$ cat config.mk
export PLATFORM = sky130hd
export DESIGN_NAME = ascii_field_frame_parser_top
export DESIGN_NICKNAME = d
export VERILOG_FILES = /design/src/design/afp_pkg.sv /design/src/design/afp_parse.sv /design/src/design/ascii_field_frame_parser_top.sv
export SDC_FILE = /design/constraint.sdc
export NUM_CORES = 1
export LEC_CHECK = 0
export ABC_AREA = 1
export BUFFER_PORTS_ARGS = -buffer_cell sky130_fd_sc_hd__buf_2
export CAP_MARGIN = 20
export CORE_MARGIN = 2
export CORE_UTILIZATION = 55
export CTS_CLUSTER_DIAMETER = 40
export DETAILED_ROUTE_END_ITERATION = 12
export GPL_ROUTABILITY_DRIVEN = 0
export PLACE_DENSITY = 0.74
export REMOVE_ABC_BUFFERS = 1
export SLEW_MARGIN = 40
export SYNTH_ARGS = -nofsm -noshare
export SYNTH_HDL_FRONTEND = slang
export SYNTH_SLANG_ARGS = --single-unit
$ cat constraint.sdc
create_clock -name clk -period 7.03 [get_ports clk]
set_clock_uncertainty 0.1 [all_clocks]
set_input_delay 2.109 -clock clk [delete_from_list [all_inputs] [get_ports clk]]
set_output_delay 2.109 -clock clk [all_outputs]
set_load 0.05 [all_outputs]
$ cat src/design/afp_pkg.sv
// Shared constants, event codes and result type for the ASCII field frame parser.
package afp_pkg;

  // Default cap on the stored argument count
  localparam int unsigned AFP_MAX_ARGS = 255;

  // Framing characters
  localparam logic [7:0] CH_HASH  = 8'h23;  // '#'
  localparam logic [7:0] CH_STAR  = 8'h2A;  // '*'
  localparam logic [7:0] CH_COMMA = 8'h2C;  // ','
  localparam logic [7:0] CH_SEMI  = 8'h3B;  // ';'
  localparam logic [7:0] CH_ONE   = 8'h31;  // '1'
  localparam logic [7:0] CH_ZERO  = 8'h30;  // '0'
  localparam logic [7:0] CH_NINE  = 8'h39;  // '9'

  // Event codes carried on tuser
  localparam logic [2:0] EV_CONTENT = 3'd0;
  localparam logic [2:0] EV_SEP     = 3'd1;
  localparam logic [2:0] EV_ACCEPT  = 3'd2;
  localparam logic [2:0] EV_REJECT  = 3'd3;
  localparam logic [2:0] EV_START   = 3'd4;

  // One result beat
  typedef struct packed {
    logic [7:0]  echo_byte;
    logic [8:0]  field_number;
    logic [2:0]  event_res;
    logic [7:0]  stored_args;
    logic [31:0] declared_args;
    logic        command_flag;
  } afp_result_t;

endpackage

$ cat src/design/afp_parse.sv
// Frame state machine: decodes one byte against the frame state and updates it.
module afp_parse import afp_pkg::*; #(
  parameter int unsigned MAX_ARGS = AFP_MAX_ARGS
) (
  input  logic        clk,
  input  logic        rst,
  input  logic        step,        // consume data_byte this cycle
  input  logic [7:0]  data_byte,
  output logic        has_result,  // the byte yields a result beat
  output afp_result_t result
);

  localparam int unsigned ArgCapInt = (MAX_ARGS < 255) ? MAX_ARGS : 255;
  localparam logic [7:0]  ArgCap    = ArgCapInt[7:0];

  // Phase codes
  localparam logic [2:0] PH_HUNT  = 3'd0;
  localparam logic [2:0] PH_ID    = 3'd1;
  localparam logic [2:0] PH_FLAG  = 3'd2;
  localparam logic [2:0] PH_COUNT = 3'd3;
  localparam logic [2:0] PH_ARGS  = 3'd4;

  logic [2:0]  phase, phase_next;
  logic        field_nonempty, field_nonempty_next;
  logic [7:0]  arg_counter, arg_counter_next;
  logic [31:0] count_value, count_value_next;
  logic        count_digits_done, count_digits_done_next;
  logic [1:0]  flag_match, flag_match_next;
  logic        frame_bad, frame_bad_next;

  logic [8:0]  field_num;
  logic [2:0]  ev;
  logic        is_sep;
  logic        is_digit;
  logic [35:0] count_acc;

  assign is_digit  = (data_byte >= CH_ZERO) && (data_byte <= CH_NINE);
  // value * 10 + digit as two shifts and two adds
  assign count_acc = {1'b0, count_value, 3'b000} + {3'b000, count_value, 1'b0}
                   + {28'd0, data_byte - CH_ZERO};

  // Decode the byte and work out the next frame state
  always_comb begin
    phase_next             = phase;
    field_nonempty_next    = field_nonempty;
    arg_counter_next       = arg_counter;
    count_value_next       = count_value;
    count_digits_done_next = count_digits_done;
    flag_match_next        = flag_match;
    frame_bad_next         = frame_bad;
    has_result             = 1'b1;
    field_num              = 9'd0;
    ev                     = EV_CONTENT;
    is_sep                 = 1'b0;

    case (phase)
      PH_ID, PH_FLAG, PH_COUNT, PH_ARGS: begin
        if (data_byte == CH_STAR) begin
          // End of frame: report and return to hunting
          ev = ((phase == PH_ARGS) && !frame_bad) ? EV_ACCEPT : EV_REJECT;
          case (phase)
            PH_ID:    field_num = 9'd0;
            PH_FLAG:  field_num = 9'd1;
            PH_COUNT: field_num = 9'd2;
            default:  field_num = 9'd2 + {1'b0, arg_counter};
          endcase
          phase_next = PH_HUNT;
        end else if (phase == PH_ARGS) begin
          // Open an argument at its first byte
          if (!field_nonempty && (arg_counter < ArgCap)) begin
            arg_counter_next = arg_counter + 8'd1;
          end
          field_nonempty_next = (data_byte != CH_COMMA);
          ev        = (data_byte == CH_COMMA) ? EV_SEP : EV_CONTENT;
          field_num = 9'd2 + {1'b0, arg_counter_next};
        end else begin
          case (phase)
            PH_ID:   field_num = 9'd0;
            PH_FLAG: field_num = 9'd1;
            default: field_num = 9'd2;
          endcase
          is_sep = (phase == PH_COUNT) ? (data_byte == CH_SEMI) : (data_byte == CH_COMMA);
          if (is_sep) begin
            // Close a header field; an empty one spoils the frame
            if (!field_nonempty) begin
              frame_bad_next = 1'b1;
            end
            field_nonempty_next = 1'b0;
            phase_next          = phase + 3'd1;
            ev                  = EV_SEP;
          end else begin
            field_nonempty_next = 1'b1;
            if (phase == PH_FLAG) begin
              flag_match_next = ((flag_match == 2'd0) && (data_byte == CH_ONE)) ? 2'd1 : 2'd2;
            end else if ((phase == PH_COUNT) && !count_digits_done) begin
              if (is_digit) begin
                count_value_next = (count_acc[35:32] != 4'd0) ? 32'hFFFF_FFFF
                                                                : count_acc[31:0];
              end else begin
                count_digits_done_next = 1'b1;
              end
            end
          end
        end
      end
      default: begin
        // Hunting: drop everything but the start mark
        phase_next = PH_HUNT;
        if (data_byte == CH_HASH) begin
          phase_next             = PH_ID;
          field_nonempty_next    = 1'b0;
          arg_counter_next       = 8'd0;
          count_value_next       = 32'd0;
          count_digits_done_next = 1'b0;
          flag_match_next        = 2'd0;
          frame_bad_next         = 1'b0;
          ev                     = EV_START;
        end else begin
          has_result = 1'b0;
        end
      end
    endcase

    result.echo_byte     = data_byte;
    result.field_number  = field_num;
    result.event_res     = ev;
    result.stored_args   = arg_counter_next;
    result.declared_args = count_value_next;
    result.command_flag  = (flag_match_next == 2'd1);
  end

  // Hold the frame state; advance on each consumed byte
  always_ff @(posedge clk) begin
    if (rst) begin
      phase             <= PH_HUNT;
      field_nonempty    <= 1'b0;
      arg_counter       <= 8'd0;
      count_value       <= 32'd0;
      count_digits_done <= 1'b0;
      flag_match        <= 2'd0;
      frame_bad         <= 1'b0;
    end else if (step) begin
      phase             <= phase_next;
      field_nonempty    <= field_nonempty_next;
      arg_counter       <= arg_counter_next;
      count_value       <= count_value_next;
      count_digits_done <= count_digits_done_next;
      flag_match        <= flag_match_next;
      frame_bad         <= frame_bad_next;
    end
  end

endmodule

$ cat src/design/ascii_field_frame_parser_top.sv
// A byte taken at the input is held in the input register, parsed, and its result stored in the result register.
// The parser takes one byte per cycle while the output is not stalled and updates its frame state per byte.
// Bytes dropped while hunting take a slot in the input register but give no result beat.
// Input ready follows output ready combinationally; a stalled output holds one byte per register.
// Reset (synchronous, active high) empties both registers and returns the parser to hunting.
// Top level of the ASCII field frame parser: input register, parser, result register.
module ascii_field_frame_parser_top import afp_pkg::*; #(
  parameter int unsigned MAX_ARGS = AFP_MAX_ARGS
) (
  input  logic        clk,
  input  logic        rst,
  input  logic        s_axis_tvalid,
  output logic        s_axis_tready,
  input  logic [7:0]  s_axis_tdata,   // [7:0] data_byte
  output logic        m_axis_tvalid,
  input  logic        m_axis_tready,
  // [7:0] echo_byte, [16:8] field_number, [24:17] stored_args,
  // [56:25] declared_args, [57] command_flag, [63:58] zero
  output logic [63:0] m_axis_tdata,
  output logic [2:0]  m_axis_tuser    // [2:0] event_res
);

  logic        in_valid;
  logic [7:0]  in_byte;
  logic        advance;
  logic        has_result;
  afp_result_t result;
  afp_result_t out_res;

  // Move the held byte on when the result register is free or being drained
  assign advance       = in_valid && (!m_axis_tvalid || m_axis_tready);
  assign s_axis_tready = !in_valid || advance;

  // Input register
  always_ff @(posedge clk) begin
    if (rst) begin
      in_valid <= 1'b0;
    end else if (s_axis_tready) begin
      in_valid <= s_axis_tvalid;
    end
  end

  always_ff @(posedge clk) begin
    if (s_axis_tvalid && s_axis_tready) begin
      in_byte <= s_axis_tdata;
    end
  end

  afp_parse #(
    .MAX_ARGS (MAX_ARGS)
  ) u_parse (
    .clk        (clk),
    .rst        (rst),
    .step       (advance),
    .data_byte  (in_byte),
    .has_result (has_result),
    .result     (result)
  );

  // Result register
  always_ff @(posedge clk) begin
    if (rst) begin
      m_axis_tvalid <= 1'b0;
    end else if (advance) begin
      m_axis_tvalid <= has_result;
    end else if (m_axis_tready) begin
      m_axis_tvalid <= 1'b0;
    end
  end

  always_ff @(posedge clk) begin
    if (advance && has_result) begin
      out_res <= result;
    end
  end

  // Pack the result beat
  assign m_axis_tdata = {6'd0, out_res.command_flag, out_res.declared_args,
                         out_res.stored_args, out_res.field_number, out_res.echo_byte};
  assign m_axis_tuser = out_res.event_res;

`ifndef SYNTHESIS
  localparam int unsigned CapInt = (MAX_ARGS < 255) ? MAX_ARGS : 255;

  // A frame start beat echoes the start mark and carries cleared totals
  a_start_clear: assert property (@(posedge clk) disable iff (rst)
    (m_axis_tvalid && (m_axis_tuser == EV_START)) |->
      ((m_axis_tdata[7:0] == CH_HASH) && (m_axis_tdata[57:8] == 50'd0)))
    else $error("frame start beat not clean");

  // Accept and reject beats are only ever caused by the end mark
  a_end_star: assert property (@(posedge clk) disable iff (rst)
    (m_axis_tvalid && ((m_axis_tuser == EV_ACCEPT) || (m_axis_tuser == EV_REJECT))) |->
      (m_axis_tdata[7:0] == CH_STAR))
    else $error("frame end beat without end mark");

  // Argument count stays within its cap
  a_arg_cap: assert property (@(posedge clk) disable iff (rst)
    m_axis_tvalid |-> (m_axis_tdata[24:17] <= CapInt[7:0]))
    else $error("stored argument count above cap");

  // An accepted frame has at least reached the argument field
  a_accept_field: assert property (@(posedge clk) disable iff (rst)
    (m_axis_tvalid && (m_axis_tuser == EV_ACCEPT)) |-> (m_axis_tdata[16:8] >= 9'd2))
    else $error("frame accepted inside header");
`endif

endmodule

==> results.json <==
{
  "grt.overflow.total": 0,
  "cts-root-buf": "clkbuf_16",
  "synth_flop_cell": "edfxtp_1",
  "synth_mux_area_frac": 0,
  "min_to": "u_parse.count_digits_done",
  "worst_r2r_endpoint": "m_axis_tdata[41]",
  "start_util": 0.558,
  "h-tree-depth": 4,
  "ys_ff_latch": 119,
  "postLayoutSetupSlackWorst_ps": 2230,
  "path_delay_family": "buffers and inverters",
  "wl_per_cell_microns": 14.4,
  "finalHoldViolCount": 0,
  "syn2layout_area_growth_pct": 12.3,
  "slew_headroom": 0.487,
  "pre_cts_ws_ps": 2220,
  "seqPwrFrac": 0.388,
  "core_sq_mm": 0.0164,
  "synth_edf_count": 69,
  "drtPass1Iterations": 7,
  "slew_violations": 0,
  "antenna_found_initial": 0,
  "p_comb_frac": 0.126,
  "power-per-cell-area_mw_per_mm2": 193,
  "vdd_drop_max_uv": 181,
  "setup.worst_path.class": "in2out",
  "post-route-period-util": 0.683,
  "vias_per_cell": 5.32,
  "synth.distinct_cells": 45,
  "post_cts.repair.setup_buffers": 0,
  "syn-cell-area_sq_mm": 0.00916,
  "clockPowerShare": 0.485,
  "cts_num_sinks": 119,
  "path_cells": "buf_2 > inv_1 > nand3_1 > buf_2",
  "drtIter0Drc": 567,
  "synth.area.top_cells": "edfxtp_1 (23%), nand2_1 (13%), dfxtp_1 (11%)",
  "grt_max_degree": 65,
  "arrival_ps": 2600,
  "synth_compound_area_frac": 0.112,
  "slowest_delay_ps": 230,
  "io_pins": 81,
  "dpl.hpwl_microns": 15500,
  "intPower_mw": 1.47,
  "clk_pin_slew_worst_paths_ps": 50,
  "cts_buffers": 17,
  "ys_warn_count": 0,
  "cts_resized": 0,
  "fin_area_sq_mm": 0.0103,
  "avgSynthCellArea_sq_um": 7.47,
  "tightest_slew_ps": 765,
  "n_antenna_cell": 0,
  "fin_setup_tns_ps": 0,
  "synth_top_area_cell": "edfxtp_1",
  "r2r-start": "in_byte[5]",
  "cap_violations": 0,
  "cts_tree": "done",
  "die_h_microns": 133,
  "synth_xor_area_frac": 0.0287,
  "port_buffers": 74,
  "drt_wl_total_microns": 22000,
  "rows": 47,
  "crit_required_ps": 4820,
  "grt_pass1_wl_microns": 36600,
  "finalCriticalPeriod_ps": 4800,
  "start_kind": "input pin",
  "drt.antenna.violating_nets": 0,
  "cts.hold.buffers_added": 0,
  "cp_common_cell": "buf_2",
  "max_clock_freq_mhz": 208,
  "rr_worst_depth": 19,
  "clk_latency_ps": 430,
  "die-area_sq_mm": 0.0177,
  "min_from": "u_parse.count_digits_done",
  "grt_pass1_vias": 7743,
  "grt_usage": 0.258,
  "switchingPower_mw": 0.521,
  "ys_seq_area_frac": 0.336,
  "drc": 0,
  "cts_buffer_depth": 2,
  "layout-drive-gt1-share": 0.193,
  "worstSetupEndpointType": "output port",
  "r2r_slack_ps": 2900,
  "hold_path_depth": 2,
  "synth_top_family_by_area": "simple AND/OR/NAND/NOR gates",
  "synthSimpleGateAreaFrac": 0.307,
  "die_w_microns": 133,
  "worstHoldPathType": "reg2reg",
  "setup-violations-final": 0,
  "critPathBufInv": 3,
  "status": "finished clean",
  "final_nets": 1380,
  "netlist_instances": 1225,
  "async_flop_share": 0,
  "crit_fanout": 3,
  "rsz0062_at_grt": "false",
  "slowest_stage": "buf_2",
  "synth_top_area_frac": 0.226,
  "total_power_mw": 1.99,
  "detailed_place.area_sq_mm": 0.00963,
  "p_leak_nw": 4.82,
  "final_common_cell": "nand2_1",
  "synthAdderAreaFrac": 0.107,
  "num_vias": 8120,
  "final_cell_mix": "nand2_1 (327), inv_1 (181), a21oi_1 (117)",
  "p_sw_frac": 0.262
}
## power by group through the flow
stage	clock network [mW]	logic, mW	registers, mW
6_report	0.965	0.251	0.772
5_1_grt	1.00	0.275	0.774
4_1_cts	0.973	0.250	0.772
3_5_place_dp	0	0.245	0.786
3_3_place_gp	0	0.241	0.786
2_1_floorplan	0	0.168	0.801
## layout make-up
| type | instances | area [sq um] |
|---|---|---|
| well taps | 220 | 275 |
| inverters | 200 | 751 |
| fillers | 1444 | 6120 |
| clock inverters | 12 | 199 |
| multi-input cells | 874 | 5110 |
| clock buffers | 20 | 447 |
| repair buffers | 81 | 429 |
| flip-flops and latches | 119 | 3070 |
## routing by layer
| layer | part of all wire | vias up | global-route usage |
|---|---|---|---|
| met4 | 0.025 | 0 | 0.0974 |
| met5 | 0 | - | 0 |
| li1 | - | 4082 | - |
| met2 | 0.49 | 252 | 0.447 |
| met1 | 0.44 | 3738 | 0.324 |
| met3 | 0.049 | 48 | 0.0402 |
## worst max path at each step
stage                        startpoint                endpoint  slack (ps)  cells past startpoint
after floorplan           m_axis_tready  u_parse.count_value[0]        1700                      7
after global placement    m_axis_tready           s_axis_tready        2230                      4
after detailed placement  m_axis_tready           s_axis_tready        2220                      4
after CTS                 m_axis_tready           s_axis_tready        2220                      4
after global routing      m_axis_tready           s_axis_tready        2180                      4
final                     m_axis_tready           s_axis_tready        2230                      4
## state kept, by name, indices dropped and copies added, names as in the netlist
| register | cells |
|---|---|
| u_parse.frame_bad | 1 |
| u_parse.count_value | 32 |
| in_byte | 8 |
| m_axis_tuser | 3 |
| u_parse.phase | 3 |
| m_axis_tvalid | 1 |
| m_axis_tdata | 58 |
| u_parse.count_digits_done | 1 |
| u_parse.flag_match | 2 |
| in_valid | 1 |
| u_parse.arg_counter | 8 |
| u_parse.field_nonempty | 1 |
## worst register-to-register path: cells and delay by family (launching register included)
family / cells / cell delay, ps
AO/OA/AOI/OAI: 2 / 210
flip-flops: 1 / 450
buffers and inverters: 1 / 70
AND/OR/NAND/NOR: 12 / 1660
adder cells (fa/ha/maj): 3 / 1040
XOR/XNOR: 1 / 320
## metrics by stage
step                hold slack, ps  cells   util
global placement               348   1494  0.587
global route                   394   1526  0.627
finish                         362   1526  0.627
CTS                            360   1526  0.627
detailed placement             352   1494  0.587
floorplan                      332   1193      -
## logic make-up after synthesis
logic type                 count (synthesis)
and+or+nand+nor                          575
buffers and inverters                    237
AOI/OAI and AO/OA                        188
DFF                                      119
adders and majority gates                 75
xor gates and xnor gates                  30
other                                      1
## cell usage after synthesis, types with 2 or more instances
| cell | n |
|---|---|
| nand2_1 | 328 |
| inv_1 | 182 |
| a21oi_1 | 117 |
| edfxtp_1 | 69 |
| ha_1 | 69 |
| nor2_1 | 64 |
| nand3_2 | 52 |
| dfxtp_1 | 50 |
| nand3_1 | 50 |
| nand2_2 | 38 |
| o21ai_0 | 20 |
| o21ai_1 | 20 |
| clkbuf_1 | 18 |
| inv_2 | 18 |
| xor2_1 | 17 |
| xnor2_1 | 13 |
| nor2_2 | 12 |
| nor3_1 | 11 |
| buf_4 | 9 |
| o21bai_1 | 9 |
| a21oi_2 | 6 |
| fa_1 | 6 |
| buf_2 | 4 |
| nand3b_1 | 4 |
| o21ai_2 | 4 |
| nand2_4 | 3 |
| nand4_1 | 3 |
| nor2_4 | 3 |
| o22ai_1 | 3 |
| a211oi_1 | 2 |
| a31oi_1 | 2 |
| buf_12 | 2 |
| buf_6 | 2 |
| buf_8 | 2 |
| nor2_8 | 2 |
| nor4_1 | 2 |
Note: power is estimated with default switching activity, not from simulation.
